$ cat src/rtl/pdas_pkg.sv
// Shared types and fixed field widths for the phoneme duration and stretch block.
`default_nettype none

package pdas_pkg;

    // Fixed field widths of the item and result beats
    localparam int unsigned PHONE_W = 9;
    localparam int unsigned FRAC_W  = 16;
    localparam int unsigned DUR_W   = 13;
    // Width wide enough to compare an index against the largest phoneme limit
    localparam int unsigned CMP_W   = 13;

    // Operation codes
    typedef enum logic [1:0] {
        OP_CLEAR   = 2'd0,
        OP_COUNT   = 2'd1,
        OP_STRETCH = 2'd2,
        OP_READ    = 2'd3
    } t_op;

    // Sequencer states
    typedef enum logic [1:0] {
        S_SWEEP,
        S_IDLE,
        S_LOOK,
        S_DIV
    } t_state;

endpackage

`default_nettype wire

$ cat src/rtl/pdas_div.sv
// Restoring divider: fraction (num << FB) / den for num below den, one bit per cycle.
`default_nettype none

module pdas_div #(
    parameter int unsigned DW = 13,
    parameter int unsigned FB = 16
) (
    input  wire logic          i_clk,
    input  wire logic          i_rst_n,
    input  wire logic          i_start,
    input  wire logic [DW-1:0] i_num,
    input  wire logic [DW-1:0] i_den,
    output logic               o_done,
    output logic [FB-1:0]      o_quot
);

    localparam int unsigned CW = $clog2(FB + 1);

    logic          r_busy;
    logic          r_done;
    logic [CW-1:0] r_cnt;
    logic [DW-1:0] r_rem;
    logic [DW-1:0] r_den;
    logic [FB-1:0] r_quot;

    logic [DW:0]   w_shift;
    logic [DW:0]   w_diff;
    logic          w_ge;

    // One restoring step: double the remainder, subtract where it fits
    assign w_shift = {r_rem, 1'b0};
    assign w_ge    = (w_shift >= {1'b0, r_den});
    assign w_diff  = w_shift - {1'b0, r_den};

    // Control
    always_ff @(posedge i_clk) begin
        if (!i_rst_n) begin
            r_busy <= 1'b0;
            r_done <= 1'b0;
            r_cnt  <= '0;
        end else begin
            r_done <= 1'b0;
            if (i_start) begin
                r_busy <= 1'b1;
                r_cnt  <= CW'(FB);
            end else if (r_busy) begin
                r_cnt <= r_cnt - CW'(1);
                if (r_cnt == CW'(1)) begin
                    r_busy <= 1'b0;
                    r_done <= 1'b1;
                end
            end
        end
    end

    // Datapath
    always_ff @(posedge i_clk) begin
        if (i_start) begin
            r_rem  <= i_num;
            r_den  <= i_den;
            r_quot <= '0;
        end else if (r_busy) begin
            r_rem  <= w_ge ? w_diff[DW-1:0] : w_shift[DW-1:0];
            r_quot <= {r_quot[FB-2:0], w_ge};
        end
    end

    assign o_done = r_done;
    assign o_quot = r_quot;

endmodule

`default_nettype wire

$ cat src/rtl/phoneme_duration_and_stretch.sv
// Top level: phoneme duration table, run tracking and in-run position fraction.
//
// Usage
//   Items enter on start/i_operation/i_phone_index and are taken at an edge where
//   start is high and busy is low. Each item gives exactly one result beat on
//   o_position_fraction/o_duration_count/o_index_error, marked by o_done for
//   one cycle; the receiver cannot stall it.
//   phone_count sits at byte address 0 of the APB port (pready tied high).
// Operation flow (one item at a time; busy is high while an item is in work)
//   Index error, index zero: result registered, no table access, busy stays low.
//   Count: one table read then write-back. Read: one table read.
//   Stretch: table read, then, unless the entry is zero or the run count has
//   reached it, the bit-serial divider gives one quotient bit a cycle.
//   Clear: registered result, then a sweep of all MAX_PHONES entries zeroes the
//   duration memory, one entry per cycle, with busy held high.
// Reset
//   Run state clears, phone_count returns to 256 and the same sweep over all
//   MAX_PHONES entries runs before the first item is taken.
`default_nettype none

module phoneme_duration_and_stretch
    import pdas_pkg::*;
#(
    parameter int unsigned MAX_PHONES    = 256,
    parameter int unsigned MAX_FRAMES    = 4096,
    parameter int unsigned FRACTION_BITS = 16
) (
    input  wire logic               i_clk,
    input  wire logic               i_rst_n,
    // item channel
    input  wire logic               start,
    output logic                    busy,
    input  wire logic [1:0]         i_operation,
    input  wire logic [PHONE_W-1:0] i_phone_index,
    // result channel
    output logic                    o_done,
    output logic [FRAC_W-1:0]       o_position_fraction,
    output logic [DUR_W-1:0]        o_duration_count,
    output logic                    o_index_error,
    // configuration port
    input  wire logic               psel,
    input  wire logic               penable,
    input  wire logic               pwrite,
    input  wire logic [2:0]         paddr,
    input  wire logic [31:0]        pwdata,
    output logic [31:0]             prdata,
    output logic                    pready
);

    localparam int unsigned AW = $clog2(MAX_PHONES);
    localparam int unsigned DW = $clog2(MAX_FRAMES + 1);
    localparam int unsigned FB = FRACTION_BITS;
    localparam int unsigned FRAC_LIM = (FB > 16) ? 65535 : ((1 << FB) - 1);

    // Registers
    t_state             r_state, n_state;
    logic [PHONE_W-1:0] r_phone_count;
    t_op                r_op, n_op;
    logic [PHONE_W-1:0] r_idx, n_idx;
    logic [DW-1:0]      r_run, n_run;
    logic [PHONE_W-1:0] r_prev, n_prev;
    logic               r_first, n_first;
    logic [AW-1:0]      r_sweep, n_sweep;
    logic               r_done, n_done;
    logic [FRAC_W-1:0]  r_frac, n_frac;
    logic [DUR_W-1:0]   r_dur, n_dur;
    logic               r_err, n_err;

    // Duration memory
    logic [DW-1:0]      mem [MAX_PHONES];
    logic [DW-1:0]      r_rd_data;
    logic               w_re;
    logic [AW-1:0]      w_raddr;
    logic               w_we;
    logic [AW-1:0]      w_waddr;
    logic [DW-1:0]      w_wdata;

    // Item decode
    logic               w_accept;
    t_op                w_op;
    logic               w_over;
    logic [PHONE_W-1:0] w_slot_in;
    logic [PHONE_W-1:0] w_slot_reg;

    // Stretch and count arithmetic
    logic [DW-1:0]      w_run_next;
    logic               w_sat;
    logic [DW-1:0]      w_cnt_inc;

    // Divider
    logic               w_div_start;
    logic               w_div_done;
    logic [FB-1:0]      w_div_quot;
    logic [FB-1:0]      w_quot_lim;

    logic               w_cfg_wr;

    assign w_accept   = start && (r_state == S_IDLE);
    assign w_op       = t_op'(i_operation);
    assign w_over     = (CMP_W'(i_phone_index) > CMP_W'(r_phone_count)) ||
                        (CMP_W'(i_phone_index) > CMP_W'(MAX_PHONES));
    assign w_slot_in  = i_phone_index - PHONE_W'(1);
    assign w_slot_reg = r_idx - PHONE_W'(1);

    // Run counter restarts on a new index or the first frame, else saturating step
    always_comb begin
        if (r_first || (r_idx != r_prev)) begin
            w_run_next = '0;
        end else if (r_run < DW'(MAX_FRAMES)) begin
            w_run_next = r_run + DW'(1);
        end else begin
            w_run_next = r_run;
        end
    end
    assign w_sat     = (w_run_next >= r_rd_data);
    assign w_cnt_inc = (r_rd_data < DW'(MAX_FRAMES)) ? (r_rd_data + DW'(1)) : r_rd_data;

    // Quotient limit where the fraction is wider than the result field
    assign w_quot_lim = (w_div_quot > FB'(FRAC_LIM)) ? FB'(FRAC_LIM) : w_div_quot;

    // Next state
    always_comb begin
        n_state = r_state;
        unique case (r_state)
            S_SWEEP: begin
                if (r_sweep == AW'(MAX_PHONES - 1)) n_state = S_IDLE;
            end
            S_IDLE: begin
                if (start) begin
                    if (w_op == OP_CLEAR) begin
                        n_state = S_SWEEP;
                    end else if (!w_over && (i_phone_index != '0)) begin
                        n_state = S_LOOK;
                    end
                end
            end
            S_LOOK: begin
                if ((r_op == OP_STRETCH) && (r_rd_data != '0) && !w_sat) begin
                    n_state = S_DIV;
                end else begin
                    n_state = S_IDLE;
                end
            end
            S_DIV: begin
                if (w_div_done) n_state = S_IDLE;
            end
            default: n_state = S_IDLE;
        endcase
    end

    // Datapath and memory controls
    always_comb begin
        n_op        = r_op;
        n_idx       = r_idx;
        n_run       = r_run;
        n_prev      = r_prev;
        n_first     = r_first;
        n_sweep     = r_sweep;
        n_done      = 1'b0;
        n_frac      = r_frac;
        n_dur       = r_dur;
        n_err       = r_err;
        w_re        = 1'b0;
        w_raddr     = AW'(w_slot_in);
        w_we        = 1'b0;
        w_waddr     = AW'(w_slot_reg);
        w_wdata     = w_cnt_inc;
        w_div_start = 1'b0;
        unique case (r_state)
            S_SWEEP: begin
                w_we    = 1'b1;
                w_waddr = r_sweep;
                w_wdata = '0;
                n_sweep = r_sweep + AW'(1);
            end
            S_IDLE: begin
                if (w_accept) begin
                    n_op  = w_op;
                    n_idx = i_phone_index;
                    if (w_op == OP_CLEAR) begin
                        n_done  = 1'b1;
                        n_frac  = '0;
                        n_dur   = '0;
                        n_err   = 1'b0;
                        n_run   = '0;
                        n_prev  = '0;
                        n_first = 1'b1;
                        n_sweep = '0;
                    end else if (w_over) begin
                        n_done = 1'b1;
                        n_frac = '0;
                        n_dur  = '0;
                        n_err  = 1'b1;
                    end else if (i_phone_index == '0) begin
                        n_done = 1'b1;
                        n_frac = '0;
                        n_dur  = '0;
                        n_err  = 1'b0;
                        if (w_op == OP_STRETCH) begin
                            n_run   = '0;
                            n_prev  = '0;
                            n_first = 1'b0;
                        end
                    end else begin
                        w_re = 1'b1;
                    end
                end
            end
            S_LOOK: begin
                n_frac = '0;
                n_dur  = '0;
                n_err  = 1'b0;
                unique case (r_op)
                    OP_COUNT: begin
                        w_we   = 1'b1;
                        n_done = 1'b1;
                    end
                    OP_READ: begin
                        n_dur  = DUR_W'(r_rd_data);
                        n_done = 1'b1;
                    end
                    OP_STRETCH: begin
                        n_prev  = r_idx;
                        n_first = 1'b0;
                        if (r_rd_data == '0) begin
                            n_done = 1'b1;
                        end else begin
                            n_run = w_run_next;
                            if (w_sat) begin
                                n_frac = FRAC_W'(FRAC_LIM);
                                n_done = 1'b1;
                            end else begin
                                w_div_start = 1'b1;
                            end
                        end
                    end
                    default: n_done = 1'b1;
                endcase
            end
            S_DIV: begin
                if (w_div_done) begin
                    n_frac = FRAC_W'(w_quot_lim);
                    n_dur  = '0;
                    n_err  = 1'b0;
                    n_done = 1'b1;
                end
            end
            default: ;
        endcase
    end

    // Control registers
    always_ff @(posedge i_clk) begin
        if (!i_rst_n) begin
            r_state <= S_SWEEP;
            r_run   <= '0;
            r_prev  <= '0;
            r_first <= 1'b1;
            r_sweep <= '0;
            r_done  <= 1'b0;
        end else begin
            r_state <= n_state;
            r_run   <= n_run;
            r_prev  <= n_prev;
            r_first <= n_first;
            r_sweep <= n_sweep;
            r_done  <= n_done;
        end
    end

    // Payload registers
    always_ff @(posedge i_clk) begin
        r_op   <= n_op;
        r_idx  <= n_idx;
        r_frac <= n_frac;
        r_dur  <= n_dur;
        r_err  <= n_err;
    end

    // Duration memory: one write port, one registered read port
    always_ff @(posedge i_clk) begin
        if (w_we) mem[w_waddr] <= w_wdata;
    end

    always_ff @(posedge i_clk) begin
        if (w_re) r_rd_data <= mem[w_raddr];
    end

    // Bit-serial fraction divider
    pdas_div #(
        .DW (DW),
        .FB (FB)
    ) u_div (
        .i_clk   (i_clk),
        .i_rst_n (i_rst_n),
        .i_start (w_div_start),
        .i_num   (w_run_next),
        .i_den   (r_rd_data),
        .o_done  (w_div_done),
        .o_quot  (w_div_quot)
    );

    // Configuration register
    assign w_cfg_wr = psel && penable && pwrite && pready && !paddr[2];

    always_ff @(posedge i_clk) begin
        if (!i_rst_n) begin
            r_phone_count <= PHONE_W'(256);
        end else if (w_cfg_wr) begin
            r_phone_count <= pwdata[PHONE_W-1:0];
        end
    end

    assign pready = 1'b1;
    assign prdata = paddr[2] ? 32'd0 : 32'(r_phone_count);

    // Result beat
    assign busy                = (r_state != S_IDLE);
    assign o_done              = r_done;
    assign o_position_fraction = r_frac;
    assign o_duration_count    = r_dur;
    assign o_index_error       = r_err;

endmodule

`default_nettype wire
$ cat config.mk
export PLATFORM = sky130hd
export DESIGN_NAME = phoneme_duration_and_stretch
export DESIGN_NICKNAME = d
export VERILOG_FILES = /design/src/rtl/pdas_pkg.sv /design/src/rtl/pdas_div.sv /design/src/rtl/phoneme_duration_and_stretch.sv
export SDC_FILE = /design/constraint.sdc
export NUM_CORES = 2
export LEC_CHECK = 0
export ABC_AREA = 1
export BUFFER_PORTS_ARGS = -buffer_cell sky130_fd_sc_hd__buf_4
export CORE_MARGIN = 3
export CORE_UTILIZATION = 40
export CTS_CLUSTER_SIZE = 28
export DETAILED_ROUTE_END_ITERATION = 7
export PLACE_DENSITY = 0.65
export SYNTH_ARGS = -nofsm -noshare
export SYNTH_HDL_FRONTEND = slang
export SYNTH_SLANG_ARGS = --single-unit
$ cat constraint.sdc
create_clock -name i_clk -period 23.3 [get_ports i_clk]
set_input_delay 2.33 -clock i_clk [delete_from_list [all_inputs] [get_ports i_clk]]
set_output_delay 2.33 -clock i_clk [all_outputs]
set_load 0.02 [all_outputs]
==> run metrics <==
Placer Congestion 0.875; Gate Count Post-Synth 12153; number of warnings issued by yosys 0; # Max-Cap Violations 0; Arr. time, crit path 9.82 ns; RSZ-0062 raised after global routing false; H-tree depth 5; Starting Density 40.4%; GR Util met2 between 30 and 40%; Clock Sinks 3474; global-route wire length before repair 569000 µm; Reg clk slew, reported paths approximately 0.06 ns; Compound-Gate Fraction of Synth Area less than 1%; critical path class input port to flip-flop; layout cells sized above 1 8.77%; Hold Crit Class flip-flop to flip-flop; Tcrit/Tclk final 39.2%; Die Width ~600 µm; setup violators final 0; Synth Flop Type edfxtp_1; Cell variety after synth between 40 and 50; Synth Area in Simple Gates between 20% and 30%; grt met3 use between 3 and 4%; Final Max Slew Viols 0; largest net degree at the start of global routing between 150 and 200; CTS max path bufs 4; clk root buf clkbuf_16; status complete, no violations; Seq cells post-synth 3474; DR iter-0 viols 11666; number of global-route vias before repair 86781; CORE AREA roughly 350000 µm²; Slew @ Worst Pin between 1 and 1.5 ns; worst skew pair latency 0.93 ns; Crit Path Max Fanout 148; Hold WS between 0.4 and 0.5 ns; number of synthesized flops with an enable pin ~3400; Final nets around 12000; fin crit period 9.14 ns; Layout area overhead 11.7%; initial antenna violation count 8; Avg Inst Size Synth 11.8 µm²; sum of negative setup slack 0 ns; antenna-violating nets left 0; post_cts resized 0; Pwr Density 82.0 nW/µm²; residual DRC count 0; die height about 600 µm; CTS tree built; largest family of logic cells by synthesized area simple AND/OR/NAND/NOR gates; routed len/inst approximately 23 µm; First-pass DRT Iterations 6; final instance area 160000 µm²; Port Buffers between 60 and 70; CP endpoint kind flip-flop; IO Pins 117; vias post-DR approximately 94000; die area 365000 µm²; VDD IR max 0.0628 mV; setup slack, reg-to-reg 17.88 ns; Final Hold Fails 0; synthesized area 143000 µm²; Synth Area in Adders less than 1%; PnR worst setup slack 14.16 ns; placed cells 16471; global route overflow 0; Max-slew headroom 6.97%; Achievable Freq 109 MHz; Placed Area 149000 µm²; Non-Filler Instances 17128; Util after Layout 45.1%; post-synthesis sequential area ratio between 70% and 80%; XOR/XNOR share of the synthesized area 0.186%; Layout Skew roughly 0.043 ns; fraction of registers with async set/reset 0%; Yosys top cell area share 71.6%; Area contributors post-synth edfxtp_1 72%, nand3_1 12%, nand2_1 9.5%, buf_2 1.8%, dfxtp_1 0.92%; Yosys top cell by area edfxtp_1; CTS buffer count 358; HPWL Detailed 207000 µm; met1 global-route usage 29.0%; GRT Total Usage approximately 21%; Commonest cells post-synth 3629 x nand2_1, 3408 x edfxtp_1, 3326 x nand3_1; mux cell area share after synthesis 0%; Setup WS pre-CTS about 13 ns; most frequent cell after synthesis nand2_1; vias per cell about 5.5; CP startpoint kind input port; leak pwr 56.0 nW; Top Usage Layer GRT met2; Post CTS Setup Buffer Count 0; total power 13.1 mW; row cnt 218; WL final 386000 µm; Hold Buf Count CTS 0; worst path required time 23.98 ns
==> worst paths after layout <==
check | from | cells after the start | to
max | i_phone_index[0] | 18 | r_rd_data[4]
min | u_div.o_quot[0] | 2 | u_div.o_quot[1]
max reg2reg | r_state[0] | 9 | mem[245][2]
min reg2reg | u_div.o_quot[0] | 2 | u_div.o_quot[1]
==> flip-flops by register name (all words and copies together) (netlist names) <==
signal	flops
o_position_fraction	16
mem	3328
u_div.r_cnt	5
r_op	2
u_div.o_done	1
u_div.r_rem	13
o_duration_count	13
u_div.r_den	13
r_sweep	8
r_run	13
r_idx	9
r_prev	9
r_phone_count	9
u_div.r_busy	1
o_done	1
o_index_error	1
r_first	1
r_state	2
u_div.o_quot	16
r_rd_data	13
==> final cells by class <==
type                       instances  area [µm²]
fill                           31347      195000
sequential                      3474      104000
multi-input combinational       7696       35300
clock buffer                     442        9330
tap                             4730        5920
timing repair buffer             394        3170
clock inverter                   213        1690
inverter                         177         691
antenna                            2        5.00
==> cells by family after synthesis <==
group,Yosys count
simple gates,7405
xor+xnor,27
other cells,2
fa+ha+maj,51
flops,3474
compound gates,189
buf+inv,1005
==> worst max-delay path, cell delays in order <==
cell	delay (ns)
buf_16	0.28
inv_16	0.25
ha_4	0.89
buf_4	0.66
buf_4	0.70
buf_4	0.71
buf_4	0.83
buf_4	0.65
buf_4	0.59
nand3_1	0.14
nand3_1	0.14
nand3_1	0.11
nand3_1	0.23
nand3_1	0.25
nand3_1	0.24
nand2_1	0.28
nand2_1	0.14
nand2_1	0.08
==> metal layers <==
| metal | routed length, µm | up-vias | share of wire [%] |
|---|---|---|---|
| met3 | 35500 | 686 | 9.2 |
| met4 | 13800 | 0 | 3.6 |
| met5 | 0 | - | 0 |
| met2 | 178000 | 4300 | 46 |
| li1 | - | 43059 | - |
| met1 | 159000 | 45915 | 41 |
==> cell usage in the layout, fill, tap and decap left out, drive strengths merged, types with 2 or more instances in the layout <==
master / Yosys / layout
nand3b: 4 / 4
and3: 3 / 3
nand2: 3637 / 3637
edfxtp: 3408 / 3408
o21ai: 90 / 90
a31oi: 5 / 5
a211oi: 3 / 3
nor3b: 2 / 2
o21bai: 4 / 4
xnor2: 6 / 6
nand3: 3330 / 3330
o211ai: 5 / 5
clkbuf: 158 / 442
dfxtp: 66 / 66
inv: 176 / 192
nand4: 16 / 16
a21oi: 74 / 74
clkinv: 1 / 179
diode: 0 / 2
buf: 670 / 394
or2: 2 / 2
o22ai: 2 / 2
nor3: 153 / 153
nor4: 2 / 2
ha: 50 / 50
conb: 2 / 24
clkinvlp: 0 / 2
bufinv: 0 / 17
a21o: 2 / 2
nor2: 256 / 256
xor2: 21 / 21
==> power by group <==
group	switching, mW	leakage [nW]	internal, mW	total, mW
Clock	2.39	5.40	3.04	5.43
Sequential	0.00494	31.2	6.77	6.78
Combinational	0.667	19.4	0.222	0.889
No activity file was read; power rests on OpenSTA's default activity.
